**config.mk**
```make
export PLATFORM = sky130hd
export DESIGN_NAME = nhr_scatter_step_schedule
export DESIGN_NICKNAME = d
export VERILOG_FILES = /design/src/rtl/nss_pkg.sv /design/src/rtl/nss_datapath.sv /design/src/rtl/nss_ctrl.sv /design/src/rtl/nhr_scatter_step_schedule.sv
export SDC_FILE = /design/constraint.sdc
export NUM_CORES = 1
export LEC_CHECK = 0
export BUFFER_PORTS_ARGS = -buffer_cell sky130_fd_sc_hd__buf_2
export CORE_MARGIN = 1
export CORE_UTILIZATION = 50
export DETAILED_ROUTE_END_ITERATION = 7
export PLACE_DENSITY = 0.67
export SETUP_SLACK_MARGIN = 0.2
export SKIP_CTS_REPAIR_TIMING = 1
export SLEW_MARGIN = 20
export SYNTH_ARGS = -nofsm -noshare
export SYNTH_HDL_FRONTEND = slang
export SYNTH_SLANG_ARGS = --single-unit
```
**constraint.sdc**
```tcl
create_clock -name clock -period 7.7 [get_ports clock]
set_input_delay 0.385 -clock clock [delete_from_list [all_inputs] [get_ports clock]]
set_output_delay 0.385 -clock clock [all_outputs]
set_load 0.02 [all_outputs]
```
**src/rtl/nss_pkg.sv**
```systemverilog
`timescale 1ns / 1ps

package nss_pkg;

   localparam int MAX_RANKS  = 64;
   localparam int MAX_SLICES = 32;

   localparam int RANK_W  = 7;
   localparam int POS_W   = 6;
   localparam int STEP_W  = 3;
   localparam int ROLE_W  = 2;
   localparam int TOTAL_W = 6;
   localparam int CSR_W   = 7;
   localparam int INDEX_W = 2;

   localparam logic [INDEX_W-1:0] CSR_RANK_COUNT    = 2'd0;
   localparam logic [INDEX_W-1:0] CSR_MY_POSITION   = 2'd1;
   localparam logic [INDEX_W-1:0] CSR_ROOT_POSITION = 2'd2;
   localparam logic [INDEX_W-1:0] CSR_STEP_COUNT    = 2'd3;

   localparam logic [ROLE_W-1:0] ROLE_NONE    = 2'd0;
   localparam logic [ROLE_W-1:0] ROLE_SEND    = 2'd1;
   localparam logic [ROLE_W-1:0] ROLE_RECEIVE = 2'd2;

   typedef struct packed {
      logic              load;
      logic              mod_en;
      logic              dbl_en;
      logic              plan;
      logic              show;
      logic [STEP_W-1:0] count;
   } cmd_type;

   typedef struct packed {
      logic dbl_done;
      logic final_beat;
   } status_type;

endpackage

```
**src/rtl/nss_datapath.sv**
```systemverilog
`timescale 1ns / 1ps

module nss_datapath (
   input  logic                          clock,
   input  logic                          reset,
   input  logic                          csr_write_enable,
   input  logic [nss_pkg::INDEX_W-1:0]   csr_index,
   input  logic [nss_pkg::CSR_W-1:0]     csr_write_data,
   input  logic [nss_pkg::STEP_W-1:0]    req_step,
   input  nss_pkg::cmd_type              cmd,
   output nss_pkg::status_type           status,
   output logic [nss_pkg::ROLE_W-1:0]    rsp_role,
   output logic [nss_pkg::POS_W-1:0]     rsp_peer_position,
   output logic [nss_pkg::POS_W-1:0]     rsp_slice_index,
   output logic [nss_pkg::TOTAL_W-1:0]   rsp_slice_total,
   output logic                          rsp_last
);

   logic [nss_pkg::RANK_W-1:0]  rank_count_ff, rank_count_in;
   logic [nss_pkg::POS_W-1:0]   my_cfg_ff, my_cfg_in;
   logic [nss_pkg::POS_W-1:0]   root_cfg_ff, root_cfg_in;
   logic [nss_pkg::STEP_W-1:0]  step_count_ff, step_count_in;

   logic [nss_pkg::STEP_W-1:0]  step_ff, step_in;
   logic [nss_pkg::RANK_W-1:0]  n_ff, n_in;
   logic [nss_pkg::POS_W-1:0]   my_ff, my_in;
   logic [nss_pkg::POS_W-1:0]   root_ff, root_in;
   logic [nss_pkg::POS_W-1:0]   dn_ff, dn_in;
   logic [nss_pkg::POS_W-1:0]   stride_ff, stride_in;
   logic [nss_pkg::ROLE_W-1:0]  role_ff, role_in;
   logic [nss_pkg::POS_W-1:0]   peer_ff, peer_in;
   logic [nss_pkg::POS_W-1:0]   idx_ff, idx_in;
   logic [nss_pkg::TOTAL_W-1:0] total_ff, total_in;
   logic [nss_pkg::TOTAL_W-1:0] remain_ff, remain_in;

   logic [nss_pkg::ROLE_W-1:0]  out_role_ff, out_role_in;
   logic [nss_pkg::POS_W-1:0]   out_peer_ff, out_peer_in;
   logic [nss_pkg::POS_W-1:0]   out_idx_ff, out_idx_in;
   logic [nss_pkg::TOTAL_W-1:0] out_total_ff, out_total_in;
   logic                        out_last_ff, out_last_in;

   logic [nss_pkg::RANK_W-1:0]  n_clamp;
   logic [nss_pkg::RANK_W-1:0]  my_shift, root_shift, dbl_val, dbl_mod;
   logic [7:0]                  d_val, span, delta_sum, delta, slice_sum, slice_shift;
   logic [8:0]                  span_d;
   logic                        perfect, last_step, is_send, is_recv;
   logic [nss_pkg::RANK_W-1:0]  send_sum, recv_sum, adv_sum;
   logic [nss_pkg::POS_W-1:0]   send_peer, recv_peer, adv_idx;
   logic [nss_pkg::TOTAL_W-1:0] nslices;

   always_comb begin
      rank_count_in = rank_count_ff;
      my_cfg_in     = my_cfg_ff;
      root_cfg_in   = root_cfg_ff;
      step_count_in = step_count_ff;
      if (csr_write_enable) begin
         case (csr_index)
            nss_pkg::CSR_RANK_COUNT:    rank_count_in = csr_write_data;
            nss_pkg::CSR_MY_POSITION:   my_cfg_in     = csr_write_data[nss_pkg::POS_W-1:0];
            nss_pkg::CSR_ROOT_POSITION: root_cfg_in   = csr_write_data[nss_pkg::POS_W-1:0];
            nss_pkg::CSR_STEP_COUNT:    step_count_in = csr_write_data[nss_pkg::STEP_W-1:0];
            default: ;
         endcase
      end
   end

   always_comb begin
      if (rank_count_ff == '0) begin
         n_clamp = nss_pkg::RANK_W'(1);
      end else if (rank_count_ff > nss_pkg::RANK_W'(nss_pkg::MAX_RANKS)) begin
         n_clamp = nss_pkg::RANK_W'(nss_pkg::MAX_RANKS);
      end else begin
         n_clamp = rank_count_ff;
      end

      my_shift   = {my_ff, my_cfg_ff[cmd.count]};
      root_shift = {root_ff, root_cfg_ff[cmd.count]};
      if (my_shift >= n_ff) my_shift = my_shift - n_ff;
      if (root_shift >= n_ff) root_shift = root_shift - n_ff;

      dbl_val = {dn_ff, 1'b0};
      dbl_mod = (dbl_val >= n_ff) ? dbl_val - n_ff : dbl_val;

      d_val     = 8'd1 << step_ff;
      perfect   = (n_ff & (n_ff - nss_pkg::RANK_W'(1))) == '0;
      last_step = ({1'b0, step_ff} + 4'd1) == {1'b0, step_count_ff};
      if (!perfect && last_step) begin
         span = ({1'b0, n_ff} > d_val) ? {1'b0, n_ff} - d_val : 8'd0;
      end else begin
         span = d_val;
      end
      span_d = {1'b0, span} + {1'b0, d_val};

      delta_sum = {2'b0, root_ff} + {1'b0, n_ff} - {2'b0, my_ff};
      delta     = (delta_sum >= {1'b0, n_ff}) ? delta_sum - {1'b0, n_ff} : delta_sum;
      is_send   = delta < span;
      is_recv   = !is_send && (delta >= d_val) && ({1'b0, delta} < span_d);

      send_sum  = {1'b0, my_ff} + n_ff - {1'b0, dn_ff};
      send_peer = (send_sum >= n_ff) ? nss_pkg::POS_W'(send_sum - n_ff)
                                     : nss_pkg::POS_W'(send_sum);
      recv_sum  = {1'b0, my_ff} + {1'b0, dn_ff};
      recv_peer = (recv_sum >= n_ff) ? nss_pkg::POS_W'(recv_sum - n_ff)
                                     : nss_pkg::POS_W'(recv_sum);

      slice_sum   = {1'b0, n_ff} - 8'd1 + d_val;
      slice_shift = slice_sum >> ({1'b0, step_ff} + 4'd1);
      nslices     = (slice_shift > 8'(nss_pkg::MAX_SLICES))
                    ? nss_pkg::TOTAL_W'(nss_pkg::MAX_SLICES)
                    : slice_shift[nss_pkg::TOTAL_W-1:0];

      adv_sum = {1'b0, idx_ff} + n_ff - {1'b0, stride_ff};
      adv_idx = (adv_sum >= n_ff) ? nss_pkg::POS_W'(adv_sum - n_ff)
                                  : nss_pkg::POS_W'(adv_sum);
   end

   always_comb begin
      step_in      = step_ff;
      n_in         = n_ff;
      my_in        = my_ff;
      root_in      = root_ff;
      dn_in        = dn_ff;
      stride_in    = stride_ff;
      role_in      = role_ff;
      peer_in      = peer_ff;
      idx_in       = idx_ff;
      total_in     = total_ff;
      remain_in    = remain_ff;
      out_role_in  = out_role_ff;
      out_peer_in  = out_peer_ff;
      out_idx_in   = out_idx_ff;
      out_total_in = out_total_ff;
      out_last_in  = out_last_ff;

      if (cmd.load) begin
         step_in = req_step;
         n_in    = n_clamp;
         my_in   = '0;
         root_in = '0;
         dn_in   = (n_clamp > nss_pkg::RANK_W'(1)) ? nss_pkg::POS_W'(1) : '0;
      end
      if (cmd.mod_en) begin
         my_in   = my_shift[nss_pkg::POS_W-1:0];
         root_in = root_shift[nss_pkg::POS_W-1:0];
      end
      if (cmd.dbl_en) begin
         if (status.dbl_done) begin
            stride_in = dbl_mod[nss_pkg::POS_W-1:0];
         end else begin
            dn_in = dbl_mod[nss_pkg::POS_W-1:0];
         end
      end
      if (cmd.plan) begin
         if ((is_send || is_recv) && nslices != '0) begin
            role_in   = is_send ? nss_pkg::ROLE_SEND : nss_pkg::ROLE_RECEIVE;
            peer_in   = is_send ? send_peer : recv_peer;
            idx_in    = is_send ? send_peer : my_ff;
            total_in  = nslices;
            remain_in = nslices;
         end else begin
            role_in   = nss_pkg::ROLE_NONE;
            peer_in   = '0;
            idx_in    = '0;
            total_in  = '0;
            remain_in = nss_pkg::TOTAL_W'(1);
            stride_in = '0;
         end
      end
      if (cmd.show) begin
         out_role_in  = role_ff;
         out_peer_in  = peer_ff;
         out_idx_in   = idx_ff;
         out_total_in = total_ff;
         out_last_in  = status.final_beat;
         idx_in       = adv_idx;
         remain_in    = remain_ff - nss_pkg::TOTAL_W'(1);
      end
   end

   assign status.dbl_done   = cmd.count == step_ff;
   assign status.final_beat = remain_ff == nss_pkg::TOTAL_W'(1);

   always_ff @(posedge clock) begin
      if (reset) begin
         rank_count_ff <= nss_pkg::RANK_W'(1);
         my_cfg_ff     <= '0;
         root_cfg_ff   <= '0;
         step_count_ff <= '0;
      end else begin
         rank_count_ff <= rank_count_in;
         my_cfg_ff     <= my_cfg_in;
         root_cfg_ff   <= root_cfg_in;
         step_count_ff <= step_count_in;
      end
   end

   always_ff @(posedge clock) begin
      step_ff      <= step_in;
      n_ff         <= n_in;
      my_ff        <= my_in;
      root_ff      <= root_in;
      dn_ff        <= dn_in;
      stride_ff    <= stride_in;
      role_ff      <= role_in;
      peer_ff      <= peer_in;
      idx_ff       <= idx_in;
      total_ff     <= total_in;
      remain_ff    <= remain_in;
      out_role_ff  <= out_role_in;
      out_peer_ff  <= out_peer_in;
      out_idx_ff   <= out_idx_in;
      out_total_ff <= out_total_in;
      out_last_ff  <= out_last_in;
   end

   assign rsp_role          = out_role_ff;
   assign rsp_peer_position = out_peer_ff;
   assign rsp_slice_index   = out_idx_ff;
   assign rsp_slice_total   = out_total_ff;
   assign rsp_last          = out_last_ff;

endmodule

```
**src/rtl/nss_ctrl.sv**
```systemverilog
`timescale 1ns / 1ps

module nss_ctrl (
   input  logic                 clock,
   input  logic                 reset,
   input  logic                 req_valid,
   output logic                 req_stall,
   output logic                 rsp_valid,
   input  logic                 rsp_stall,
   input  nss_pkg::status_type  status,
   output nss_pkg::cmd_type     cmd
);

   typedef enum logic [4:0] {
      ST_IDLE = 5'b00001,
      ST_MOD  = 5'b00010,
      ST_DBL  = 5'b00100,
      ST_PLAN = 5'b01000,
      ST_EMIT = 5'b10000
   } state_type;

   state_type                   state_ff, state_in;
   logic [nss_pkg::STEP_W-1:0]  count_ff, count_in;
   logic                        rsp_valid_ff, rsp_valid_in;
   logic                        out_free;

   assign out_free = !rsp_valid_ff || !rsp_stall;

   always_comb begin
      state_in     = state_ff;
      count_in     = count_ff;
      rsp_valid_in = rsp_valid_ff && rsp_stall;
      cmd          = '0;
      cmd.count    = count_ff;
      case (state_ff)
         ST_IDLE: begin
            if (req_valid) begin
               cmd.load = 1'b1;
               count_in = nss_pkg::STEP_W'(nss_pkg::POS_W - 1);
               state_in = ST_MOD;
            end
         end
         ST_MOD: begin
            cmd.mod_en = 1'b1;
            if (count_ff == '0) begin
               state_in = ST_DBL;
            end else begin
               count_in = count_ff - nss_pkg::STEP_W'(1);
            end
         end
         ST_DBL: begin
            cmd.dbl_en = 1'b1;
            if (status.dbl_done) begin
               state_in = ST_PLAN;
            end else begin
               count_in = count_ff + nss_pkg::STEP_W'(1);
            end
         end
         ST_PLAN: begin
            cmd.plan = 1'b1;
            state_in = ST_EMIT;
         end
         ST_EMIT: begin
            if (out_free) begin
               cmd.show     = 1'b1;
               rsp_valid_in = 1'b1;
               if (status.final_beat) state_in = ST_IDLE;
            end
         end
         default: begin
            state_in = ST_IDLE;
         end
      endcase
   end

   always_ff @(posedge clock) begin
      if (reset) begin
         state_ff     <= ST_IDLE;
         count_ff     <= '0;
         rsp_valid_ff <= 1'b0;
      end else begin
         state_ff     <= state_in;
         count_ff     <= count_in;
         rsp_valid_ff <= rsp_valid_in;
      end
   end

   assign req_stall = state_ff != ST_IDLE;
   assign rsp_valid = rsp_valid_ff;

   a_accept_starts: assert property (@(posedge clock) disable iff (reset)
      req_valid && !req_stall |=> state_ff == ST_MOD)
      else $error("Accepted request did not start the remainder phase.");

   a_show_when_free: assert property (@(posedge clock) disable iff (reset)
      cmd.show |-> out_free)
      else $error("Result beat loaded over one still waiting.");

   a_final_returns: assert property (@(posedge clock) disable iff (reset)
      cmd.show && status.final_beat |=> state_ff == ST_IDLE && rsp_valid_ff)
      else $error("Final beat did not return the controller to idle.");

   a_mod_to_dbl: assert property (@(posedge clock) disable iff (reset)
      state_ff == ST_MOD && count_ff == '0 |=> state_ff == ST_DBL)
      else $error("Remainder phase ran past its last bit.");

endmodule

```
**src/rtl/nhr_scatter_step_schedule.sv**
```systemverilog
// After a request is accepted the controller runs six remainder iterations for the positions,
// step + 1 doubling iterations and a planning state before the first result beat loads.
// Then one beat per cycle for each slice while rsp_stall does not hold the output (one beat when
// the rank has no role); the next request is accepted after the last beat loads.
// Reset clears the controller and result valid and returns the CSR registers to their reset values.
`timescale 1ns / 1ps

module nhr_scatter_step_schedule (
   input  logic                          clock,
   input  logic                          reset,
   input  logic                          csr_write_enable,
   input  logic [nss_pkg::INDEX_W-1:0]   csr_index,
   input  logic [nss_pkg::CSR_W-1:0]     csr_write_data,
   input  logic                          req_valid,
   output logic                          req_stall,
   input  logic [nss_pkg::STEP_W-1:0]    req_step,
   output logic                          rsp_valid,
   input  logic                          rsp_stall,
   output logic [nss_pkg::ROLE_W-1:0]    rsp_role,
   output logic [nss_pkg::POS_W-1:0]     rsp_peer_position,
   output logic [nss_pkg::POS_W-1:0]     rsp_slice_index,
   output logic [nss_pkg::TOTAL_W-1:0]   rsp_slice_total,
   output logic                          rsp_last
);

   nss_pkg::cmd_type    cmd;
   nss_pkg::status_type status;

   nss_ctrl u_ctrl (
      .clock     (clock),
      .reset     (reset),
      .req_valid (req_valid),
      .req_stall (req_stall),
      .rsp_valid (rsp_valid),
      .rsp_stall (rsp_stall),
      .status    (status),
      .cmd       (cmd)
   );

   nss_datapath u_datapath (
      .clock             (clock),
      .reset             (reset),
      .csr_write_enable  (csr_write_enable),
      .csr_index         (csr_index),
      .csr_write_data    (csr_write_data),
      .req_step          (req_step),
      .cmd               (cmd),
      .status            (status),
      .rsp_role          (rsp_role),
      .rsp_peer_position (rsp_peer_position),
      .rsp_slice_index   (rsp_slice_index),
      .rsp_slice_total   (rsp_slice_total),
      .rsp_last          (rsp_last)
   );

endmodule
```
Yosys cells after proc, flatten, opt, wreduce, memory -nomap -nowiden
Cells that the tools add are included.
{"block": "totals", "regBits": 112, "elab_cells": 163}
{"block": "op_classes", "n_addsub": 23, "n_lt_le_gt_ge": 15, "n_eq_ne": 19, "shift": 2, "mux": 55, "bitwise_logic": 1, "reduce_logical": 25}
{"operator": "$mux W6", "n": 25}
{"operator": "$ge A7 B7 Y1", "n": 6}
{"operator": "$sub A6 B6 Y6", "n": 6}
{"operator": "$mux W5", "n": 5}
{"operator": "$pmux W5 S5", "n": 1}
{"operator": "$mux W8", "n": 3}
{"operator": "$add A6 B7 Y7", "n": 2}
{"operator": "$logic_not A7 Y1", "n": 2}
{"operator": "$mux W7", "n": 2}
{"operator": "$sub A7 B6 Y7", "n": 2}
{"operator": "$mux W1", "n": 12}
{"operator": "$ne A2 B2 Y1 const B", "n": 5}
{"operator": "$add A8 B8 Y9", "n": 1}
{"operator": "$lt A8 B9 Y1", "n": 1}
{"operator": "$mux W3", "n": 3}
{"operator": "$pmux W3 S3", "n": 1}
{"operator": "$add A6 B7 Y8", "n": 1}
{"operator": "$add A8 B8 Y8", "n": 1}
{"operator": "$ge A8 B7 Y1", "n": 1}
{"operator": "$ge A8 B8 Y1", "n": 1}
{"operator": "$gt A7 B8 Y1", "n": 1}
{"operator": "$gt A8 B6 Y1 const B", "n": 1}
{"operator": "$lt A8 B8 Y1", "n": 1}
{"operator": "$reduce_and A2 Y1", "n": 4}
{"operator": "other kinds (40)", "n": 52}

Longest topological paths before layout
Gate-level depths: netlist of the first run.
{"block": "depth", "depth_word": 15, "depth_mapped": 32}

Hierarchy
A second synthesis of the first run with hierarchy kept.
{"block": "hier_totals", "hier_cells": 1140, "hier_area_um2": 10491.3}
{"module": "nss_datapath", "n_inst": 1, "cells_each": 1059, "area_each_um2": 9818.2}
{"module": "nss_ctrl", "n_inst": 1, "cells_each": 81, "area_each_um2": 673.1}

Worst setup path after synthesis of the first run
No wires, ideal clock.
{"block": "synth_path", "path_kind": "register to register", "from": "register u_datapath.step_ff[1] (netlist bit)", "to": "register u_datapath.remain_ff[1] (netlist bit) (data pin)", "setup_time_ns": 0.170, "t_arrival_ns": 5.765, "slack_ns": 1.764, "stages_incl_launch_ff": 33, "period_less_slack_ns": 5.936, "cell_sequence": "edfxtp_1 clkbuf_1 inv_1 ha_1 nor2b_1 ha_1 inv_1 fa_1 nand2b_1 a221oi_1 o221ai_1 a41o_1 inv_1 nand2_1 nor2_1 or2_2 ha_1 a21o_1 a21oi_1 o21bai_1 a21oi_1 o21bai_1 a21oi_1 xor2_1 ha_1 a2111oi_0 o21ai_0 a41oi_1 a2111oi_0 o2bb2ai_2 o21ai_4 buf_6 o32ai_4"}
{"block": "synth_via", "elab_chain_cells": 13, "elab_cells_between_ends": 25, "cone_classes": "add/sub (4); order compare (5); eq/ne (1); shift (2); mux (6); reduce/logical (7)"}
{"element": "from (decl)", "line_no": "nss_datapath.sv:24", "rtl": "logic [nss_pkg::STEP_W-1:0] step_ff, step_in;"}
{"element": "from (signal assigned)", "line_no": "nss_datapath.sv:198", "rtl": "step_ff <= step_in;"}
{"element": "parallel branches: the longest is 10 deep, another holds $add A8 B8 Y9"}
{"element": "$mux W6 *", "line_no": "nss_datapath.sv:154", "rtl": "if ((is_send || is_recv) && nslices != '0) begin"}
{"element": "$mux W6 *", "line_no": "nss_datapath.sv:153", "rtl": "if (cmd.plan) begin"}
{"element": "$mux W6 *", "line_no": "nss_datapath.sv:169", "rtl": "if (cmd.show) begin"}
{"element": "net u_datapath.remain_in, one bit", "line_no": "nss_datapath.sv:34", "rtl": "logic [nss_pkg::TOTAL_W-1:0] remain_ff, remain_in;"}
{"element": "to (signal assigned)", "line_no": "nss_datapath.sv:208", "rtl": "remain_ff <= remain_in;"}
{"element": "to (decl)", "line_no": "nss_datapath.sv:34"}
Mark *: on every way through the listed nets, which the timed path passes. The select of a mux whose other input is x is not followed.
A chain may end at the register's enable or synchronous reset.

Final worst setup path of the first run
{"block": "layout_path", "from": "register u_datapath.step_ff[0] (netlist bit)", "to": "register u_datapath.remain_ff[1] (netlist bit) (data pin)"}
Same word-level chain as after synthesis.

==> impl_metrics.ini, run 1 <==
[cells_and_area]
postLayoutCoreUtil = 0.554
final_nets = 1364
reg_top3 = u_datapath.n_ff x7, u_datapath.rank_count_ff x7
finalInstanceArea_um2 = 11300
num_antenna_cells = 0
drive_gt1_frac = 0.0879
synthToLayoutAreaGrowth_pct = 7.81
layout.cells.non_filler = 1453

[global_route]
antenna_found_initial = 0
grt_usage = 0.247
grt.overflow.total = 0
grt_pass1_wl_um = 41600
grt_max_degree = 32
grt_pass1_vias = 7992

[setup_path]
path_class = flip-flop to flip-flop
cp-end-kind = flip-flop
cp-start-kind = flip-flop
cp-endpoint = u_datapath.remain_ff[1]$_DFFE_PP_
slowest_stage = edfxtp_1
critPathMostFrequentCell = ha_1
required_ps = 7770
slowest_delay_ps = 640
r2r_setup_slack_ps = 850
cp.arrival_ps = 6920
cp-startpoint = u_datapath.step_ff[0]$_DFFE_PP_
reg2reg_from = u_datapath.step_ff[0]$_DFFE_PP_
r2r_cells = 31
r2r_end = u_datapath.remain_ff[1]$_DFFE_PP_
cp_max_fo = 19

[cts]
cts.sinks = 112
clk_root_buffer_cell = clkbuf_16
cts_buffer_depth = 2
clkTransAtPathRegs_ps = 80
h-tree-depth = 3
numCtsBuffers = 9
clk_latency_ps = 360
cts_tree = done

[logic_synthesis]
netlist_instances = 1140
yosysUniqueCellTypes = 83
yosysTopAreaCell = edfxtp_1
synth_area_leaders = edfxtp_1 20%, ha_1 17%, dfxtp_1 8.2%
synth_edf_count = 69
synth_fa_ha_area_frac = 0.227
muxShareOfSynthArea = 0.0549
synth_area_um2 = 10500
syn-mean-instance-area_um2 = 9.18
postSynthNetCount = 1326
post-synth-top-count-cell = inv_1
synth_xor_area_frac = 0.0553
synth_ff_type = edfxtp_1
yosys.area_share.simple = 0.136
ys_top_cells_by_count = 154 x inv_1, 139 x ha_1, 84 x nor2_1
synth_compound_area_frac = 0.180
ys_seq_area_frac = 0.280
ys_seq_elements = 112
yosys_warnings = 0
synthArstFlopShare = 0
netlist.area_leader.share = 0.198
synth_top_family_by_area = adder cells

[timing]
finalHoldViolations = 0
worstMarginPinSlew_ps = 1050
setup_ws_ps = 854
period_share = 0.889
fmax_mhz = 146
setup_viol = 0
maxSlewViolCount = 0
rsz0062_at_grt = false
slew_headroom = 0.295
finClkSkew_ps = 9.00
min_period_ps = 6850
holdWs_ps = 226
fin_setup_tns_ps = 0

[placement]
port_buffers = 39
placed_cells = 1435
place.gp.congestion = 0.892
dp_slack_ps = 629
postPlaceCellArea_um2 = 11000
hpwl_um = 19700

[power]
p_per_area_nw_per_um2 = 361
leakagePower_nw = 5.04
peakVddDrop_uv = 257
finalPower_mw = 4.07

[min_path]
hold_class = input port to flip-flop
hold_path_depth = 1
hp-start = req_step[1]

[drt]
routedWlPerCell_um = 17.5
drt_iter0_drc = 516
vias_per_cell = 5.71
wl_um = 25500
num_vias = 8294
postRouteAntennaNets = 0
first_pass_iters = 5
drc_errors = 0

[die]
fp.coreArea_um2 = 20400
fp-row-count = 52
initial_core_util = 0.514
die_x_um = 147
die_h_um = 147
dieArea_um2 = 21500
ios = 40

[run_status]
outcome = complete, no violations

[flow_run]
maxCapViolations = 0
metal layers:
metal	share of wire	global-route usage	wire length [um]
met1	0.46	0.335	11800
met2	0.46	0.408	11800
met3	0.054	0.0384	1370
met4	0.019	0.0661	493
met5	0	0	0
critical path: cells and delay by family, from the launching register on:
family | cells | cell delay [ps]
compound gates | 16 | 2860
fa+ha+maj | 5 | 1330
simple gates | 5 | 900
flops | 1 | 640
buf+inv | 4 | 620
xor+xnor | 1 | 180
cell families after synthesis:
kind of cell             Yosys count
AO/OA/AOI/OAI                    271
XOR/XNOR                          66
adder cells (fa/ha/maj)          172
buffers and inverters            182
flip-flops                       112
multiplexers                      54
AND/OR/NAND/NOR                  283
power by group:
part | leakage, nW | internal (mW) | switching (mW) | total, mW
clock network | 0.133 | 0.225 | 0.228 | 0.453
logic | 3.92 | 1.17 | 1.64 | 2.81
registers | 0.989 | 0.758 | 0.0469 | 0.804
total | 5.04 | 2.15 | 1.91 | 4.07
worst min path at each step:
stage / endpoint
after global placement: u_datapath.rsp_slice_total[2]$_DFFE_PP_
after detailed placement: u_datapath.rsp_slice_total[2]$_DFFE_PP_
final: u_datapath.step_ff[1]$_DFFE_PP_
after CTS: u_datapath.step_ff[1]$_DFFE_PP_
after global routing: u_datapath.step_ff[1]$_DFFE_PP_
after floorplan: u_datapath.rsp_peer_position[0]$_DFFE_PP_
cell usage in the layout (no fill, tap or decap), drive strengths merged, types with 8 or more instances in the layout:
cell,Yosys,final
clkbuf,19,10
mux2i,45,45
o22ai,8,8
a21boi,9,9
edfxtp,69,69
nor2,84,84
a31oi,8,8
nor3,29,29
ha,139,139
o21bai,15,15
buf,9,55
dfxtp,43,43
nand2,58,58
a21o,17,17
fa,30,30
o21ai,57,57
nand2b,13,13
nand3b,8,8
nor2b,19,19
a211oi,15,15
xor2,19,19
xnor2,47,47
inv,154,156
o21a,10,10
a21oi,61,61
nand3,33,33
o31ai,11,11
final cells by class:
cell class / count / area (um^2)
fill: 1861 / 9090
multi-input combinational: 846 / 6830
inverter: 154 / 578
tap: 270 / 338
timing repair buffer: 55 / 315
sequential: 112 / 2930
clock buffer: 10 / 229
clock inverter: 6 / 52.6
Note: power is estimated with default switching activity, not from simulation.
==> run 2, diff against run 1 <==
--- a/config.mk
+++ b/config.mk
@@ -5,6 +5,7 @@
 export SDC_FILE = /design/constraint.sdc
 export NUM_CORES = 1
 export LEC_CHECK = 0
+export ABC_CLOCK_PERIOD_IN_PS = 7700
 export BUFFER_PORTS_ARGS = -buffer_cell sky130_fd_sc_hd__buf_2
 export CORE_MARGIN = 1
 export CORE_UTILIZATION = 50
@@ -15,4 +16,5 @@
 export SLEW_MARGIN = 20
 export SYNTH_ARGS = -nofsm -noshare
 export SYNTH_HDL_FRONTEND = slang
+export SYNTH_HIERARCHICAL = 1
 export SYNTH_SLANG_ARGS = --single-unit
==> run 2 against run 1 <==
Against the previous run: sequential share of layout area is 0.12 points lower; global-route usage is 0.29 points lower; power is 12% higher; critical path depth is 8 lower; critical endpoint is now u_datapath/remain_ff[0]$_DFFE_PP_; largest power group unchanged; highest routed layer unchanged.
==> impl_metrics.ini, run 2 <==
[run_status]
outcome = complete, no violations

[global_route]
antenna_found_initial = 1
grtUsageMet2 = 0.417
grt_usage = 0.244
grt_max_degree = 31
top_usage_layer = met2
use_met1 = 0.322
grt_pass1_wl_um = 41300
grt.met3_usage = 0.0314
grt.overflow.total = 0
grt_pass1_vias = 8000

[logic_synthesis]
synthArstFlopShare = 0
muxShareOfSynthArea = 0.0660
yosys_warnings = 6
synth_top_family_by_area = adder cells
yosysUniqueCellTypes = 80
ys_seq_area_frac = 0.280
netlist.area_leader.share = 0.197
post-synth-top-count-cell = ha_1
synth_area_leaders = edfxtp_1 20%, ha_1 16%, dfxtp_1 8.2%
synth_ff_type = edfxtp_1
syn-mean-instance-area_um2 = 9.20
netlist_instances = 1140
synth_compound_area_frac = 0.164
postSynthNetCount = 1320
synth_fa_ha_area_frac = 0.217
yosysTopAreaCell = edfxtp_1
yosys.area_share.simple = 0.158
ys_top_cells_by_count = 133 x ha_1, 130 x inv_1, 91 x nor2_1
synth_area_um2 = 10500
ys_seq_elements = 112
synth_xor_area_frac = 0.0561
synth_edf_count = 69

[timing]
worstMarginPinSlew_ps = 861
finClkSkew_ps = 9.78
setup_ws_ps = 781
period_share = 0.899
slew_headroom = 0.426
finalHoldViolations = 0
maxSlewViolCount = 0
fmax_mhz = 145
min_period_ps = 6920
rsz0062_at_grt = false
setup_viol = 0
fin_setup_tns_ps = 0

[power]
p_per_area_nw_per_um2 = 403
pwr-share-seq = 0.180
p_sw_frac = 0.482
peakVddDrop_uv = 295
leakagePower_nw = 5.03
power_frac_clock = 0.108
intPower_mw = 2.37
power.switching_mw = 2.20
p_comb_frac = 0.712

[cts]
cts_tree = done
clk_latency_ps = 360
clk_root_buffer_cell = clkbuf_16
h-tree-depth = 3
cts_buffer_depth = 2
clkTransAtPathRegs_ps = 80
numCtsBuffers = 9
cts.sinks = 112

[die]
fp-row-count = 52
ios = 40
dieArea_um2 = 21600
initial_core_util = 0.514
fp.coreArea_um2 = 20400
die_x_um = 147
die_h_um = 147

[drt]
routedWlPerCell_um = 17.6
vias_per_cell = 5.70
drc_errors = 0
drt_iter0_drc = 604
first_pass_iters = 4
postRouteAntennaNets = 0
num_vias = 8306
wl_um = 25700

[cells_and_area]
finalInstanceArea_um2 = 11300
final_cell_mix = 133 x ha_1, 130 x inv_1, 90 x nor2_1, 69 x nand2_1, 69 x edfxtp_1
fillers = 1890
layout_commonest_cell = ha_1
reg_top3 = u_datapath/n_ff x7, u_datapath/rank_count_ff x7
drive_gt1_frac = 0.0919
multi_input_area_um2 = 6940
layout.cells.non_filler = 1456
regArea_um2 = 2930
synthToLayoutAreaGrowth_pct = 8.01
postLayoutCoreUtil = 0.555
num_antenna_cells = 0
final_nets = 1361

[setup_path]
r2r_setup_slack_ps = 780
r2r_end = u_datapath/remain_ff[0]$_DFFE_PP_
cp_max_fo = 15
cp-end-kind = flip-flop
required_ps = 7810
cp.arrival_ps = 7030
path_class = flip-flop to flip-flop
worstPathCellList = fa_1, inv_1, ha_1, a21o_1, a21oi_1, xnor2_1, ha_1, o21a_1, o31a_1, o21ai_0, nand2b_1, a41o_1, a211oi_2, o21ai_0, ha_1, a21o_1, a21o_1, a2111oi_0, o22ai_1, a311oi_1, or2_2, o21ai_2, o31a_1
path_buf_inv = 1
slowest_delay_ps = 620
r2r_cells = 23
cp-start-kind = flip-flop
reg2reg_from = u_datapath/my_ff[1]$_SDFFCE_PN0P_
slowest_stage = fa_1
critPathTopFamily = compound AO/OA/AOI/OAI gates

[placement]
place.gp.congestion = 0.888
dp_slack_ps = 881
placed_cells = 1437
hpwl_um = 19900
postPlaceCellArea_um2 = 11000
port_buffers = 39

[min_path]
hold_path_depth = 1
hp-start = req_step[2]
hold_class = input port to flip-flop
hold_end = u_datapath/step_ff[2]$_DFFE_PP_

[flow_run]
maxCapViolations = 0
==> run 2: changes by cell type after synthesis, moves of 7 or more <==
cell and delta:
inv_1 -24, nand3_1 -12, nand2_1 +11, o211ai_1 +9
mux2i_1 +8, xnor2_1 -8, a21oi_1 -7, nor2_1 +7
nor2b_1 +7, nor4_1 +7
==> run 2: stage by stage <==
stage	total power, mW	hold WS, ps
2_1_floorplan	3.40	400
3_3_place_gp	3.98	403
3_5_place_dp	4.03	407
4_1_cts	4.54	193
5_1_grt	4.96	192
6_report	4.57	207
==> run 2: cells by family after synthesis <==
group / count (synthesis)
fa+ha+maj: 164
xor+xnor: 65
buf+inv: 156
mux: 65
flops: 112
simple gates: 324
compound gates: 254
==> run 2: worst register-to-register path, stage by stage, from the launching register on <==
cell and delay (ps):
edfxtp_1 540, fa_1 620, inv_1 60, ha_1 300, a21o_1 180, a21oi_1 170, xnor2_1 170, ha_1 320
o21a_1 210, o31a_1 120, o21ai_0 170, nand2b_1 90, a41o_1 240, a211oi_2 610, o21ai_0 340, ha_1 370
a21o_1 160, a21o_1 180, a2111oi_0 460, o22ai_1 150, a311oi_1 420, or2_2 230, o21ai_2 210, o31a_1 350
==> run 2: worst max-delay path by stage <==
stage / from / endpoint / cells after the start
after global placement: u_datapath/step_ff[1]$_DFFE_PP_ / u_datapath/remain_ff[0]$_DFFE_PP_ / 25
after floorplan: u_datapath/n_ff[1]$_DFFE_PP_ / u_datapath/peer_ff[0]$_SDFFCE_PN0P_ / 24
after CTS: u_datapath/my_ff[1]$_SDFFCE_PN0P_ / u_datapath/remain_ff[0]$_DFFE_PP_ / 23
after detailed placement: u_datapath/my_ff[1]$_SDFFCE_PN0P_ / u_datapath/remain_ff[0]$_DFFE_PP_ / 23
after global routing: u_datapath/step_ff[2]$_DFFE_PP_ / u_datapath/remain_ff[0]$_DFFE_PP_ / 23
final: u_datapath/my_ff[1]$_SDFFCE_PN0P_ / u_datapath/remain_ff[0]$_DFFE_PP_ / 23
==> run 2: area by class of cell <==
class	instances	share of cell area
flip-flops and latches	112	0.259
clock buffers	9	0.0199
multi-input cells	872	0.613
repair buffers	55	0.0278
clock inverters	7	0.00762
well taps	270	0.0298
inverters	131	0.0434
==> run 2: routing by layer <==
metal | routed length (um) | vias up | share of wire
met4 | 562 | 0 | 0.022
li1 | - | 4149 | -
met5 | 0 | - | 0
met3 | 1240 | 34 | 0.048
met1 | 11700 | 3907 | 0.46
met2 | 12200 | 216 | 0.47
==> run 2: power by group through the flow <==
stage | Combinational (mW) | Sequential, mW | Clock (mW)
6_report | 3.26 | 0.822 | 0.492
5_1_grt | 3.62 | 0.827 | 0.521
3_5_place_dp | 3.19 | 0.839 | 0
3_3_place_gp | 3.14 | 0.837 | 0
4_1_cts | 3.21 | 0.825 | 0.504
2_1_floorplan | 2.59 | 0.811 | 0
==> run 3, diff against run 2 <==
--- a/config.mk
+++ b/config.mk
@@ -5,7 +5,7 @@
 export SDC_FILE = /design/constraint.sdc
 export NUM_CORES = 1
 export LEC_CHECK = 0
-export ABC_CLOCK_PERIOD_IN_PS = 7700
+export ABC_CLOCK_PERIOD_IN_PS = 7100
 export BUFFER_PORTS_ARGS = -buffer_cell sky130_fd_sc_hd__buf_2
 export CORE_MARGIN = 1
 export CORE_UTILIZATION = 50
==> constraint.sdc (replaced) <==
create_clock -name clock -period 7.1 [get_ports clock]
set_input_delay 0.355 -clock clock [delete_from_list [all_inputs] [get_ports clock]]
set_output_delay 0.355 -clock clock [all_outputs]
set_load 0.02 [all_outputs]
==> run 3 against run 2 <==
Against the previous run: wire length shrank 1.6%; flip-flop and latch count stayed put; clock power barely moved; combinational power up 11%; design area rose by 0.39%; count of clock-buffer cells in the layout rose by 1; largest cell class unchanged; largest power group unchanged; highest routed layer unchanged.
==> impl_metrics.ini, run 3 (synthesis results as in run 2) <==
[run_status]
outcome = complete, no violations

[setup_path]
r2r_setup_slack_ps = 590
cp.arrival_ps = 6580
reg2reg_from = u_datapath/my_ff[1]$_SDFFCE_PN0P_
r2r_cells = 25
path_buf_inv = 3
required_ps = 7170
cp-end-kind = flip-flop
cp_max_fo = 9
r2r_end = u_datapath/peer_ff[3]$_SDFFCE_PN0P_
slowest_stage = fa_1
critPathTopFamily = compound AO/OA/AOI/OAI gates
slowest_delay_ps = 620
cp-start-kind = flip-flop
critPathMostFrequentCell = ha_1
path_class = flip-flop to flip-flop

[min_path]
hold_end = u_datapath/step_ff[0]$_DFFE_PP_
hp-start = req_step[0]
hold_class = input port to flip-flop
hold_path_depth = 1

[drt]
num_vias = 8402
first_pass_iters = 5
wl_um = 25300
vias_per_cell = 5.74
drc_errors = 0
routedWlPerCell_um = 17.3
postRouteAntennaNets = 0
drt_iter0_drc = 534

[global_route]
grt_max_degree = 31
grt_pass1_wl_um = 41100
grt_pass1_vias = 8006
grt.overflow.total = 0
antenna_found_initial = 1
grt_usage = 0.243

[cts]
numCtsBuffers = 9
clk_root_buffer_cell = clkbuf_16
h-tree-depth = 3
clk_latency_ps = 360
cts.sinks = 112
cts_tree = done
clkTransAtPathRegs_ps = 80
cts_buffer_depth = 2

[cells_and_area]
final_cell_mix = 133 x ha_1, 130 x inv_1, 90 x nor2_1, 69 x nand2_1, 69 x edfxtp_1
finalInstanceArea_um2 = 11400
num_antenna_cells = 0
synthToLayoutAreaGrowth_pct = 8.43
drive_gt1_frac = 0.0981
layout_commonest_cell = ha_1
reg_top3 = u_datapath/n_ff x7, u_datapath/rank_count_ff x7
postLayoutCoreUtil = 0.557
final_nets = 1368

[timing]
fin_setup_tns_ps = 0
rsz0062_at_grt = false
slew_headroom = 0.448
maxSlewViolCount = 0
worstMarginPinSlew_ps = 824
setup_viol = 0
period_share = 0.916
finClkSkew_ps = 9.06
min_period_ps = 6510
fmax_mhz = 154
finalHoldViolations = 0

[power]
peakVddDrop_uv = 476
p_sw_frac = 0.479
p_comb_frac = 0.724
pwr-share-seq = 0.178
leakagePower_nw = 5.05
intPower_mw = 2.60
power.switching_mw = 2.39
power_frac_clock = 0.098
p_per_area_nw_per_um2 = 439

[placement]
place.gp.congestion = 0.907
hpwl_um = 19600
port_buffers = 39
postPlaceCellArea_um2 = 11000

[die]
initial_core_util = 0.514
ios = 40
fp-row-count = 52
fp.coreArea_um2 = 20400
die_h_um = 147
dieArea_um2 = 21600
die_x_um = 147

[flow_run]
maxCapViolations = 0
run 3: area by class of cell:
class	instances	area [um^2]
clock inverters	6	52.6
flip-flops and latches	112	2930
clock buffers	10	229
multi-input cells	872	6960
fillers	1857	9050
inverters	131	495
well taps	270	338
repair buffers	62	368
run 3: worst max-delay path by stage:
stage,end,from,cells after the start
floorplan,u_datapath/peer_ff[0]$_SDFFCE_PN0P_,u_datapath/n_ff[1]$_DFFE_PP_,24
global placement,u_datapath/stride_ff[3]$_DFF_P_,u_datapath/my_ff[1]$_SDFFCE_PN0P_,24
detailed placement,u_datapath/peer_ff[2]$_SDFFCE_PN0P_,u_datapath/my_ff[1]$_SDFFCE_PN0P_,24
CTS,u_datapath/peer_ff[3]$_SDFFCE_PN0P_,u_datapath/my_ff[1]$_SDFFCE_PN0P_,24
global route,u_datapath/peer_ff[3]$_SDFFCE_PN0P_,u_datapath/my_ff[1]$_SDFFCE_PN0P_,25
finish,u_datapath/peer_ff[3]$_SDFFCE_PN0P_,u_datapath/my_ff[1]$_SDFFCE_PN0P_,25
run 3: layer usage:
metal / track usage / up-vias / share of wire
li1: - / 4171 / -
met1: 0.313 / 3967 / 0.45
met2: 0.414 / 231 / 0.47
met3: 0.0429 / 33 / 0.051
met4: 0.0745 / 0 / 0.022
met5: 0 / - / 0
run 3: power by group through the flow:
stage               sequential [mW]  clock [mW]  combinational [mW]
finish                        0.890       0.491                3.62
global route                  0.896       0.529                4.02
CTS                           0.890       0.510                3.50
detailed placement            0.906           0                3.48
global placement              0.905           0                3.41
floorplan                     0.880           0                2.80
run 3: stage by stage:
stage                     total power [mW]  hold WS [ps]  std cells  setup slack, ps
after floorplan                       3.68           400       1140              629
after global placement                4.32           402       1440              627
after detailed placement              4.38           406       1440              387
after CTS                             4.90           155       1456              336
after global routing                  5.45           159       1463              166
final                                 5.00           169       1463              595
